==> src/rtl/core/tdcrhm_pkg.sv <==
// ----------------------------------------------------------------------------
// TDC rollover hit mapper package
// Shared constants, action codes and the result record of the hit mapper.
// ----------------------------------------------------------------------------
package tdcrhm_pkg;

  // Channel and time geometry.
  localparam int NUM_CHANNELS = 4;
  localparam int TIME_BITS    = 19;
  localparam int CH_W         = (NUM_CHANNELS > 1) ? $clog2(NUM_CHANNELS) : 1;

  // Readout word layout.
  localparam int RAW_CH_W    = 7;
  localparam int CHAN_LSB    = 19;
  localparam int FILLER_LSB  = 27;
  localparam int WORD_W      = 32;

  // Field widths of a result.
  localparam int ACTION_W    = 3;
  localparam int CHANNEL_W   = 2;
  localparam int TIME_OUT_W  = 19;
  localparam int MASK_OUT_W  = 4;

  // Configuration port.
  localparam int APB_AW           = 3;
  localparam int APB_DW           = 32;
  localparam int REG_CHANNEL_BASE = 0;
  localparam logic [RAW_CH_W-1:0] CHANNEL_BASE_RST = 7'd32;

  // Result action codes.
  typedef enum logic [ACTION_W-1:0] {
    ACT_FILLER  = 3'd0,
    ACT_INVALID = 3'd1,
    ACT_IGNORED = 3'd2,
    ACT_HIT     = 3'd3,
    ACT_RESTART = 3'd4
  } action_e;

  // One result transaction.
  typedef struct packed {
    action_e                 action;
    logic [CHANNEL_W-1:0]    channel;
    logic [TIME_OUT_W-1:0]   time_value;
    logic [MASK_OUT_W-1:0]   complete_mask;
    logic                    all_complete;
  } result_t;

endpackage

==> src/rtl/core/tdcrhm_if.sv <==
// ----------------------------------------------------------------------------
// TDC rollover hit mapper channel interfaces
// Valid/ready channels for readout words and for mapper results.
// ----------------------------------------------------------------------------
interface tdcrhm_in_if;
  import tdcrhm_pkg::*;

  logic              valid;
  logic              ready;
  logic              command;
  logic [WORD_W-1:0] raw_word;

  modport source (output valid, output command, output raw_word, input ready);
  modport sink   (input valid, input command, input raw_word, output ready);
endinterface

interface tdcrhm_out_if;
  import tdcrhm_pkg::*;

  logic                  valid;
  logic                  ready;
  logic [ACTION_W-1:0]   action;
  logic [CHANNEL_W-1:0]  channel;
  logic [TIME_OUT_W-1:0] time_value;
  logic [MASK_OUT_W-1:0] complete_mask;
  logic                  all_complete;

  modport source (output valid, output action, output channel, output time_value,
                  output complete_mask, output all_complete, input ready);
  modport sink   (input valid, input action, input channel, input time_value,
                  input complete_mask, input all_complete, output ready);
endinterface

==> src/rtl/core/tdcrhm_cfg.sv <==
// ----------------------------------------------------------------------------
// TDC rollover hit mapper register file
// APB-style write/read access to the channel base register.
// ----------------------------------------------------------------------------
module tdcrhm_cfg (
  input  logic                           clk_i,
  input  logic                           rst_ni,
  input  logic                           psel,
  input  logic                           penable,
  input  logic                           pwrite,
  input  logic [tdcrhm_pkg::APB_AW-1:0]  paddr,
  input  logic [tdcrhm_pkg::APB_DW-1:0]  pwdata,
  output logic [tdcrhm_pkg::APB_DW-1:0]  prdata,
  output logic                           pready,
  output logic [tdcrhm_pkg::RAW_CH_W-1:0] channel_base_o
);
  import tdcrhm_pkg::*;

  logic [RAW_CH_W-1:0] channel_base_q, channel_base_d;
  logic                sel_base;

  // Register index is the word address.
  assign sel_base = (paddr[APB_AW-1:2] == 1'(REG_CHANNEL_BASE));
  assign pready   = 1'b1;

  // Write on the access phase.
  always_comb begin
    channel_base_d = channel_base_q;
    if (psel && penable && pwrite && sel_base) begin
      channel_base_d = pwdata[RAW_CH_W-1:0];
    end
  end

  always_ff @(posedge clk_i or negedge rst_ni) begin
    if (!rst_ni) begin
      channel_base_q <= CHANNEL_BASE_RST;
    end else begin
      channel_base_q <= channel_base_d;
    end
  end

  // Read data is zero outside the register.
  assign prdata = sel_base ? {{(APB_DW-RAW_CH_W){1'b0}}, channel_base_q} : '0;

  assign channel_base_o = channel_base_q;

endmodule

==> src/rtl/core/tdcrhm_core.sv <==
// ----------------------------------------------------------------------------
// TDC rollover hit mapper core
// Per-channel rollover tracking and a registered result stage.
// ----------------------------------------------------------------------------
module tdcrhm_core (
  input  logic                            clk_i,
  input  logic                            rst_ni,
  input  logic [tdcrhm_pkg::RAW_CH_W-1:0] channel_base_i,
  tdcrhm_in_if.sink                       in_i,
  tdcrhm_out_if.source                    out_o
);
  import tdcrhm_pkg::*;

  logic [NUM_CHANNELS-1:0][TIME_BITS-1:0] prev_time_q, prev_time_d;
  logic [NUM_CHANNELS-1:0]                prev_valid_q, prev_valid_d;
  logic [NUM_CHANNELS-1:0]                ready_q, ready_d;
  logic [NUM_CHANNELS-1:0]                done_q, done_d;
  result_t                                res_q, res_d;
  logic                                   out_valid_q;

  logic                 in_accept;
  logic                 filler;
  logic [RAW_CH_W-1:0]  raw_ch;
  logic [RAW_CH_W-1:0]  idx_full;
  logic [CH_W-1:0]      idx;
  logic [TIME_BITS-1:0] word_time;
  logic                 rollover;

  // The result register frees up when it is empty or being taken.
  assign in_i.ready = !out_valid_q || out_o.ready;
  assign in_accept  = in_i.valid && in_i.ready;

  // Word decode.
  assign filler    = |in_i.raw_word[WORD_W-1:FILLER_LSB];
  assign raw_ch    = in_i.raw_word[CHAN_LSB+RAW_CH_W-1:CHAN_LSB];
  assign idx_full  = raw_ch - channel_base_i;
  assign idx       = idx_full[CH_W-1:0];
  assign word_time = in_i.raw_word[TIME_BITS-1:0];
  assign rollover  = prev_time_q[idx] > word_time;

  // Channel state update and result for one transaction.
  always_comb begin
    prev_time_d  = prev_time_q;
    prev_valid_d = prev_valid_q;
    ready_d      = ready_q;
    done_d       = done_q;
    res_d        = res_q;
    if (in_accept) begin
      res_d.action     = ACT_IGNORED;
      res_d.channel    = '0;
      res_d.time_value = '0;
      if (in_i.command) begin
        prev_valid_d     = '0;
        ready_d          = '0;
        done_d           = '0;
        res_d.action     = ACT_RESTART;
      end else if (filler) begin
        res_d.action     = ACT_FILLER;
      end else begin
        res_d.time_value = TIME_OUT_W'(word_time);
        if (idx_full >= RAW_CH_W'(NUM_CHANNELS)) begin
          res_d.action  = ACT_INVALID;
        end else begin
          res_d.channel = CHANNEL_W'(idx);
          if (done_q[idx]) begin
            // Complete channel: nothing more to record.
          end else if (!prev_valid_q[idx]) begin
            prev_valid_d[idx] = 1'b1;
            prev_time_d[idx]  = word_time;
          end else if (rollover && ready_q[idx]) begin
            done_d[idx] = 1'b1;
          end else if (rollover || ready_q[idx]) begin
            ready_d[idx]     = 1'b1;
            prev_time_d[idx] = word_time;
            res_d.action     = ACT_HIT;
          end
        end
      end
      res_d.complete_mask = MASK_OUT_W'(done_d);
      res_d.all_complete  = &done_d;
    end
  end

  // Channel state registers.
  always_ff @(posedge clk_i or negedge rst_ni) begin
    if (!rst_ni) begin
      prev_time_q  <= '0;
      prev_valid_q <= '0;
      ready_q      <= '0;
      done_q       <= '0;
      out_valid_q  <= 1'b0;
    end else begin
      prev_time_q  <= prev_time_d;
      prev_valid_q <= prev_valid_d;
      ready_q      <= ready_d;
      done_q       <= done_d;
      if (in_i.ready) begin
        out_valid_q <= in_i.valid;
      end
    end
  end

  // Result payload register.
  always_ff @(posedge clk_i) begin
    res_q <= res_d;
  end

  assign out_o.valid         = out_valid_q;
  assign out_o.action        = res_q.action;
  assign out_o.channel       = res_q.channel;
  assign out_o.time_value    = res_q.time_value;
  assign out_o.complete_mask = res_q.complete_mask;
  assign out_o.all_complete  = res_q.all_complete;

  // A channel completes only after it has become ready.
  a_done_needs_ready: assert property (@(posedge clk_i) disable iff (!rst_ni)
    (done_q & ~ready_q) == '0)
    else $error("complete channel is not ready");

  // A channel becomes ready only after a recorded time.
  a_ready_needs_valid: assert property (@(posedge clk_i) disable iff (!rst_ni)
    (ready_q & ~prev_valid_q) == '0)
    else $error("ready channel has no recorded time");

  // A restart leaves every channel mark cleared.
  a_restart_clears: assert property (@(posedge clk_i) disable iff (!rst_ni)
    in_accept && in_i.command |=> prev_valid_q == '0 && ready_q == '0 && done_q == '0)
    else $error("restart did not clear channel marks");

  // A hit result always names a channel that is ready and not complete.
  a_hit_ready: assert property (@(posedge clk_i) disable iff (!rst_ni)
    in_accept && !in_i.command && (res_d.action == ACT_HIT)
    |=> ready_q[$past(idx)] && !done_q[$past(idx)])
    else $error("hit marked on a channel that is not ready");

endmodule

==> src/rtl/core/tdc_rollover_hit_mapper_top.sv <==
// ----------------------------------------------------------------------------
// TDC rollover hit mapper top level
// Maps TDC readout words to hit marks per channel with rollover tracking.
// ----------------------------------------------------------------------------
//  Port     Direction  Role
//  in_i     sink       readout word or restart command per transaction
//  out_o    source     one result per input transaction
//  p*       APB        channel_base register at byte address 0
//
//  Each accepted transaction is written into the single result register,
//  which sets the latency; a new one is taken every cycle unless held off.
//  The input is held off only while a result waits and out_o.ready is low.
//  Reset clears all channel marks and sets channel_base to 32; no clearing
//  pass is needed.
// ----------------------------------------------------------------------------
module tdc_rollover_hit_mapper_top (
  input  logic                           clk_i,
  input  logic                           rst_ni,
  tdcrhm_in_if.sink                      in_i,
  tdcrhm_out_if.source                   out_o,
  input  logic                           psel,
  input  logic                           penable,
  input  logic                           pwrite,
  input  logic [tdcrhm_pkg::APB_AW-1:0]  paddr,
  input  logic [tdcrhm_pkg::APB_DW-1:0]  pwdata,
  output logic [tdcrhm_pkg::APB_DW-1:0]  prdata,
  output logic                           pready
);
  import tdcrhm_pkg::*;

  logic [RAW_CH_W-1:0] channel_base;

  // Register file.
  tdcrhm_cfg u_cfg (
    .clk_i          (clk_i),
    .rst_ni         (rst_ni),
    .psel           (psel),
    .penable        (penable),
    .pwrite         (pwrite),
    .paddr          (paddr),
    .pwdata         (pwdata),
    .prdata         (prdata),
    .pready         (pready),
    .channel_base_o (channel_base)
  );

  // Mapping datapath.
  tdcrhm_core u_core (
    .clk_i          (clk_i),
    .rst_ni         (rst_ni),
    .channel_base_i (channel_base),
    .in_i           (in_i),
    .out_o          (out_o)
  );

endmodule
==> src/flat_wrapper.sv <==
// flat-port wrapper written by rule: the top's interface ports become plain ports
module tdc_rollover_hit_mapper_top_flat import tdcrhm_pkg::*;
  (clk_i, rst_ni, psel, penable, pwrite, paddr, pwdata, prdata, pready, in_i_valid, in_i_command, in_i_raw_word, in_i_ready, out_o_valid, out_o_action, out_o_channel, out_o_time_value, out_o_complete_mask, out_o_all_complete, out_o_ready);
  tdcrhm_in_if in_i_i ();
  tdcrhm_out_if out_o_i ();
  input  logic clk_i;
  input  logic rst_ni;
  input  logic psel;
  input  logic penable;
  input  logic pwrite;
  input  logic [tdcrhm_pkg::APB_AW-1:0] paddr;
  input  logic [tdcrhm_pkg::APB_DW-1:0] pwdata;
  output logic [tdcrhm_pkg::APB_DW-1:0] prdata;
  output logic pready;
  input wire logic [$bits(in_i_i.valid)-1:0] in_i_valid;
  input wire logic [$bits(in_i_i.command)-1:0] in_i_command;
  input wire logic [$bits(in_i_i.raw_word)-1:0] in_i_raw_word;
  output wire logic [$bits(in_i_i.ready)-1:0] in_i_ready;
  output wire logic [$bits(out_o_i.valid)-1:0] out_o_valid;
  output wire logic [$bits(out_o_i.action)-1:0] out_o_action;
  output wire logic [$bits(out_o_i.channel)-1:0] out_o_channel;
  output wire logic [$bits(out_o_i.time_value)-1:0] out_o_time_value;
  output wire logic [$bits(out_o_i.complete_mask)-1:0] out_o_complete_mask;
  output wire logic [$bits(out_o_i.all_complete)-1:0] out_o_all_complete;
  input wire logic [$bits(out_o_i.ready)-1:0] out_o_ready;
  assign in_i_i.valid = in_i_valid;
  assign in_i_i.command = in_i_command;
  assign in_i_i.raw_word = in_i_raw_word;
  assign in_i_ready = in_i_i.ready;
  assign out_o_valid = out_o_i.valid;
  assign out_o_action = out_o_i.action;
  assign out_o_channel = out_o_i.channel;
  assign out_o_time_value = out_o_i.time_value;
  assign out_o_complete_mask = out_o_i.complete_mask;
  assign out_o_all_complete = out_o_i.all_complete;
  assign out_o_i.ready = out_o_ready;
  tdc_rollover_hit_mapper_top u_core (.clk_i(clk_i), .rst_ni(rst_ni), .in_i(in_i_i), .out_o(out_o_i), .psel(psel), .penable(penable), .pwrite(pwrite), .paddr(paddr), .pwdata(pwdata), .prdata(prdata), .pready(pready));
endmodule
==> config.mk <==
export PLATFORM = sky130hd
export DESIGN_NAME = tdc_rollover_hit_mapper_top_flat
export DESIGN_NICKNAME = d
export VERILOG_FILES = /design/src/rtl/core/tdcrhm_pkg.sv /design/src/rtl/core/tdcrhm_if.sv /design/src/rtl/core/tdcrhm_cfg.sv /design/src/rtl/core/tdcrhm_core.sv /design/src/rtl/core/tdc_rollover_hit_mapper_top.sv /design/src/flat_wrapper.sv
export SDC_FILE = /design/constraint.sdc
export NUM_CORES = 1
export LEC_CHECK = 0
export ABC_AREA = 1
export CAP_MARGIN = 10
export CORE_ASPECT_RATIO = 1.5
export CORE_UTILIZATION = 65
export DETAILED_ROUTE_END_ITERATION = 10
export DONT_BUFFER_PORTS = 1
export PLACE_DENSITY = 0.81
export SLEW_MARGIN = 15
export SYNTH_ARGS = -nofsm -noshare
export SYNTH_HDL_FRONTEND = slang
export SYNTH_SLANG_ARGS = --single-unit
==> constraint.sdc <==
create_clock -name clk_i -period 8.7 [get_ports clk_i]
set_input_delay 1.74 -clock clk_i [delete_from_list [all_inputs] [get_ports clk_i]]
set_output_delay 1.74 -clock clk_i [all_outputs]
set_load 0.01 [all_outputs]
Yosys cells after proc, flatten, opt, wreduce, memory -nomap -nowiden --
Cells that the tools add are included.
Operators by class: eq/ne operators 7, mux-type cells 42, $add $sub $neg 1, magnitude comparators 4, bitwise operators 8, reduce and logical (&&, ||, !) cells 18
Operator list (count):
- $mux 76 | 3
- $bwmux 76 | 1
- $mux 4 | 19
- $bmux 19 s2 | 1
- $demux 19 s2 | 1
- $mux 19 | 2
- $gt 19x19->1 | 1
- $mux 3 | 5
- $reduce_and 7->1 | 2
- $ne 2x2->1 const B | 6
- $or 4x4->4 | 3
- $ge 7x3->1 const B | 1
- $mux 7 | 1
- $reduce_or 7->1 | 1
- $sub 7x7->7 | 1
- $bmux 1 s2 | 3
- $logic_and 1x1->1 | 6
- $reduce_or 6->1 | 1
- $mux 1 | 5
- $not 1->1 | 5
- $reduce_and 5->1 | 1
- $reduce_or 5->1 | 1
- $reduce_and 4->1 | 1
- $reduce_bool 2->1 | 2
- 6 further kinds | 7
Word-level totals: input port bits 75, word-level logic and storage cells 96, register bits after elaboration 125, output and inout bits 64

Depth between registers and ports, before layout --
word-level depth 14, depth in mapped cells 28, mapped depth without buffers 25

Hierarchy --
A second synthesis with hierarchy kept.
Second synthesis, totals: cells, all modules 831, area total of the unflattened synthesis 6809.0 µm²
Modules (own cells, without submodules):
- tdcrhm_core | cells an instance 755, seq. area each 3098.0 µm², times used 1, area an instance 6236.0 µm²
- tdcrhm_cfg | cells an instance 76, seq. area each 176.4 µm², times used 1, area an instance 573.0 µm²

Worst setup path before layout --
No wires, ideal clock.
kind input to register, start point in in_i_raw_word[19], end point reg u_core.u_core.prev_time_q[55] (netlist bit), library setup time 0.120 ns, path buffers 3, data required time 8.580 ns, slack 3.105 ns, stages 28, arrival 5.476 ns, cell sequence inv_1 -> ha_1 -> inv_1 -> fa_1 -> inv_1 -> nand2_2 -> inv_2 -> clkbuf_1 -> a221oi_1 -> ha_1 -> a21oi_1 -> nor3_1 -> nor3_1 -> nor2_1 -> o21ai_0 -> nand3_1 -> nand2_1 -> inv_1 -> ha_1 -> or2_2 -> nand2_1 -> nand2_2 -> nor2_4 -> nand3_2 -> buf_6 -> buf_6 -> nor2_1 -> a21oi_2
Between the ends: word-level cells in the longest chain between the ends 9, elaborated cells on any way between the ends 27, those cells by class 1 x add/sub; 4 x order compare; 2 x eq/ne; 14 x mux; 2 x bitwise; 4 x reduce/logical
RTL lines:
- start, declared | line flat_wrapper.sv:17 | input wire logic [$bits(in_i_i.raw_word)-1:0] in_i_raw_word;
- $sub 7x7->7 (*) | line tdcrhm_core.sv:36 | assign idx_full = raw_ch - channel_base_i;
- via u_core.u_core.idx_full[1] | line tdcrhm_core.sv:24 | logic [RAW_CH_W-1:0] idx_full;
- branches (longest 8 deep; another with $gt 19x19->1)
- end signal, assigned | line tdcrhm_core.sv:93 | prev_time_q <= prev_time_d;
- end, declared | line tdcrhm_core.sv:14 | logic [NUM_CHANNELS-1:0][TIME_BITS-1:0] prev_time_q, prev_time_d;
Mark *: on every way through the listed nets, which the timed path passes. The select of a mux whose other input is x is not followed. A chain may end at the register's enable or synchronous reset.

Final worst setup path --
start point in in_i_raw_word[19], end point reg u_core.u_core.prev_time_q[16] (netlist bit)
Same word-level chain as after synthesis.

==> key figures <==
Worst setup path
  – CP startpoint: in_i_raw_word[19]
  – Buffers plus inverters on the worst setup path: 6
  – Crit path required time: 8990 ps
  – Crit Path Max Fanout: 38
  – WP data arrival: 6450 ps
  – Reg2reg start: u_core.u_cfg.channel_base_o[0]
  – Critical path's largest stage delay: 520 ps
  – Setup crit end kind: register
  – CP Class: in2reg
  – Slowest CP cell: fa_1
  – Most Frequent Cell on Critical Path: inv_1
  – Delay-heaviest family, CP: simple AND/OR/NAND/NOR gates
  – Crit start category: primary input

Synth
  – Number of flops mapped to enable cells by yosys: 29
  – Ys Warns: 0
  – Synth area leader: dfrtp_1
  – Top cells by count, synth: 136 x inv_1, 125 x nor2_1, 95 x dfrtp_1
  – Leading register cell type out of synthesis: dfrtp_1
  – Post-Synthesis Cells: 759
  – Post-synth ARST share: 0.768
  – Synth area leaders: dfrtp_1 35%, edfxtp_1 13%, a21oi_2 9.8%
  – Synthesized area: 6880 um^2
  – Count leader, synth: inv_1
  – Area share of the largest cell type after synthesis: 0.345
  – Syn Area/Cell: 9.07 um^2
  – Register area share after synthesis: 0.476
  – Number of synthesized register bits: 125
  – Synth cell types: 38

Place
  – Post-DP Area: 6780 um^2
  – DP Worst Slack: 2190 ps
  – Port Buf Inserts: 0
  – Dpl hpwl: 9240 um
  – Placer Congestion: 0.882

Floorplan
  – IO Count: 139
  – Die area: 11000 um^2
  – Core footprint: 10200 um^2
  – Die H: 128 um
  – Die Wd: 86.0 um
  – Row count: 45
  – Initial Util: 0.675

Clock network
  – Post-cts resize count: 0
  – Clk_lat worst skew: 420 ps
  – Htree depth: 4
  – CTS tree: done
  – Post-CTS Setup Repair Bufs: 0
  – TritonCTS buffer count: 17
  – Clock-pin transition on the worst setup and hold timing paths: 60 ps
  – Clock Tree Buf Depth: 2
  – Clk sink count: 125
  – Root Buffer: clkbuf_16
  – CTS Hold Buffers Added: 0

Finish
  – Nets@finish: 856
  – Finished Core Util: 0.726
  – Final instance area: 7390 um^2
  – Area added between synthesis and finish: 7.43%
  – Inserted Diodes: 0
  – Share of cells above drive strength 1: 0.187

Pwr
  – Worst vdd ir: 0.170 mV
  – Tot Pwr: 1640 uW
  – Pleak: 0.00373 uW
  – Power density cells: 222 nW/um^2

STA
  – Slew HR: 0.503
  – Slew at the pin closest to its max-slew limit: 740 ps
  – Setup TNS: 0 ps
  – Fmax: 0.162 GHz
  – Final setup vio count: 0
  – Setup Skew: 10.5 ps
  – Final worst path period share: 0.709
  – Final period demand of the worst path: 6170 ps
  – Final hold vios: 0
  – Final Max Tran Viols: 0
  – RSZ-0062 raised after global routing: no
  – Fin worst setup slack: 2530 ps

Global routing
  – Total GRT Usage: 0.287
  – Largest net degree at the start of global routing: 97
  – First-pass GRT wire length: 24200 um
  – GR Overflow Total: 0
  – Initial antenna violation count: 0
  – Vias in the first global route: 5130

Hold path
  – Hold Crit Start: u_core.u_core.done_q[0]
  – Hold WC Path Type: reg2reg

Detailed routing
  – Routed WL per cell: 16.3 um
  – Final WL: 14800 um
  – DR pass1 iterations: 7
  – Vias per inst: 5.62
  – Via Count: 5101
  – Drt first-iter violations: 423
  – Routed Antenna Nets: 0
  – DRC: 0

Status
  – Outcome: finished clean

Job
  – Max-Cap Viols: 0
## routing by layer
metal	vias up	routed length, um	global-route usage	part of all wire
li1	2405	-	-	-
met5	-	0	0	0
met2	192	7760	0.500	0.52
met4	0	354	0.125	0.024
met1	2473	5860	0.335	0.40
met3	31	840	0.0689	0.057
## through the flow
step                hold slack [ps]  instances
floorplan                       449        783
global placement                465        875
detailed placement              474        875
CTS                             490        907
global route                    521        907
finish                          486        907
## state kept, by name (all words and copies together), names as in the netlist
name and flops:
u_core.u_cfg.channel_base_o 7, u_core.u_core.done_q 4, u_core.u_core.out_o.action 3, u_core.u_core.out_o.all_complete 1, u_core.u_core.out_o.channel 2, u_core.u_core.out_o.complete_mask 4
u_core.u_core.out_o.time_value 19, u_core.u_core.out_o.valid 1, u_core.u_core.prev_time_q 76, u_core.u_core.prev_valid_q 4, u_core.u_core.ready_q 4
## path summary, 6_finish.rpt
path | slack, ps | cells past startpoint | to
max | 2530 | 25 | u_core.u_core.prev_time_q[16]
min | 490 | 2 | u_core.u_core.done_q[0]
max reg2reg | 3470 | 24 | u_core.u_core.prev_time_q[16]
min reg2reg | 490 | 2 | u_core.u_core.done_q[0]
max in group asynchronous | 7460 | 0 | u_core.u_cfg.channel_base_o[5]
min in group asynchronous | 1010 | 0 | u_core.u_core.prev_valid_q[0]
## power breakdown
part	total (uW)	internal [uW]	switching [uW]	leakage [uW]
Combinational	263	73.7	190	0.00223
Sequential	654	632	21.4	0.00120
Clock	727	456	271	0.000297
## cells in the final DEF (no fill, tap or decap), types with 3 or more instances in the layout
cell type,n
nor2_2,3
nor2_4,3
nand2_2,6
edfxtp_1,29
inv_1,136
nor2_1,125
o21ai_0,15
clkinv_4,3
inv_2,6
a221oi_1,18
buf_4,6
clkbuf_16,17
nor3_1,4
conb_1,26
nand2_1,61
nand4_1,10
o21ai_1,8
a21oi_1,20
o22ai_1,19
dfrtp_1,95
nand3_1,18
nand3_2,7
inv_6,6
ha_1,27
a21oi_2,77
bufinv_16,3
## cell families (layout without fill, tap and decap cells)
| family | count (synthesis) | after routing | share of synthesized area |
|---|---|---|---|
| buffers and inverters | 199 | 182 | 0.138 |
| AND/OR/NAND/NOR | 239 | 239 | 0.152 |
| other | 2 | 26 | 0.00109 |
| AO/OA/AOI/OAI | 164 | 164 | 0.179 |
| flip-flops | 125 | 125 | 0.476 |
| XOR/XNOR | 2 | 2 | 0.00255 |
| adder cells (fa/ha/maj) | 28 | 28 | 0.0520 |
## cell type report
type	instances	area, um^2
well taps	141	176
repair buffers	6	45.0
clock inverters	14	181
clock buffers	18	429
fillers	741	2800
flip-flops and latches	125	3270
multi-input cells	459	2750
inverters	144	541
## worst min-delay path, stage by stage, from the launching register on
cell,delay (ps)
dfrtp_1,350
nand2_1,50
nand2_1,50
No activity file was read; power rests on OpenSTA's default activity.
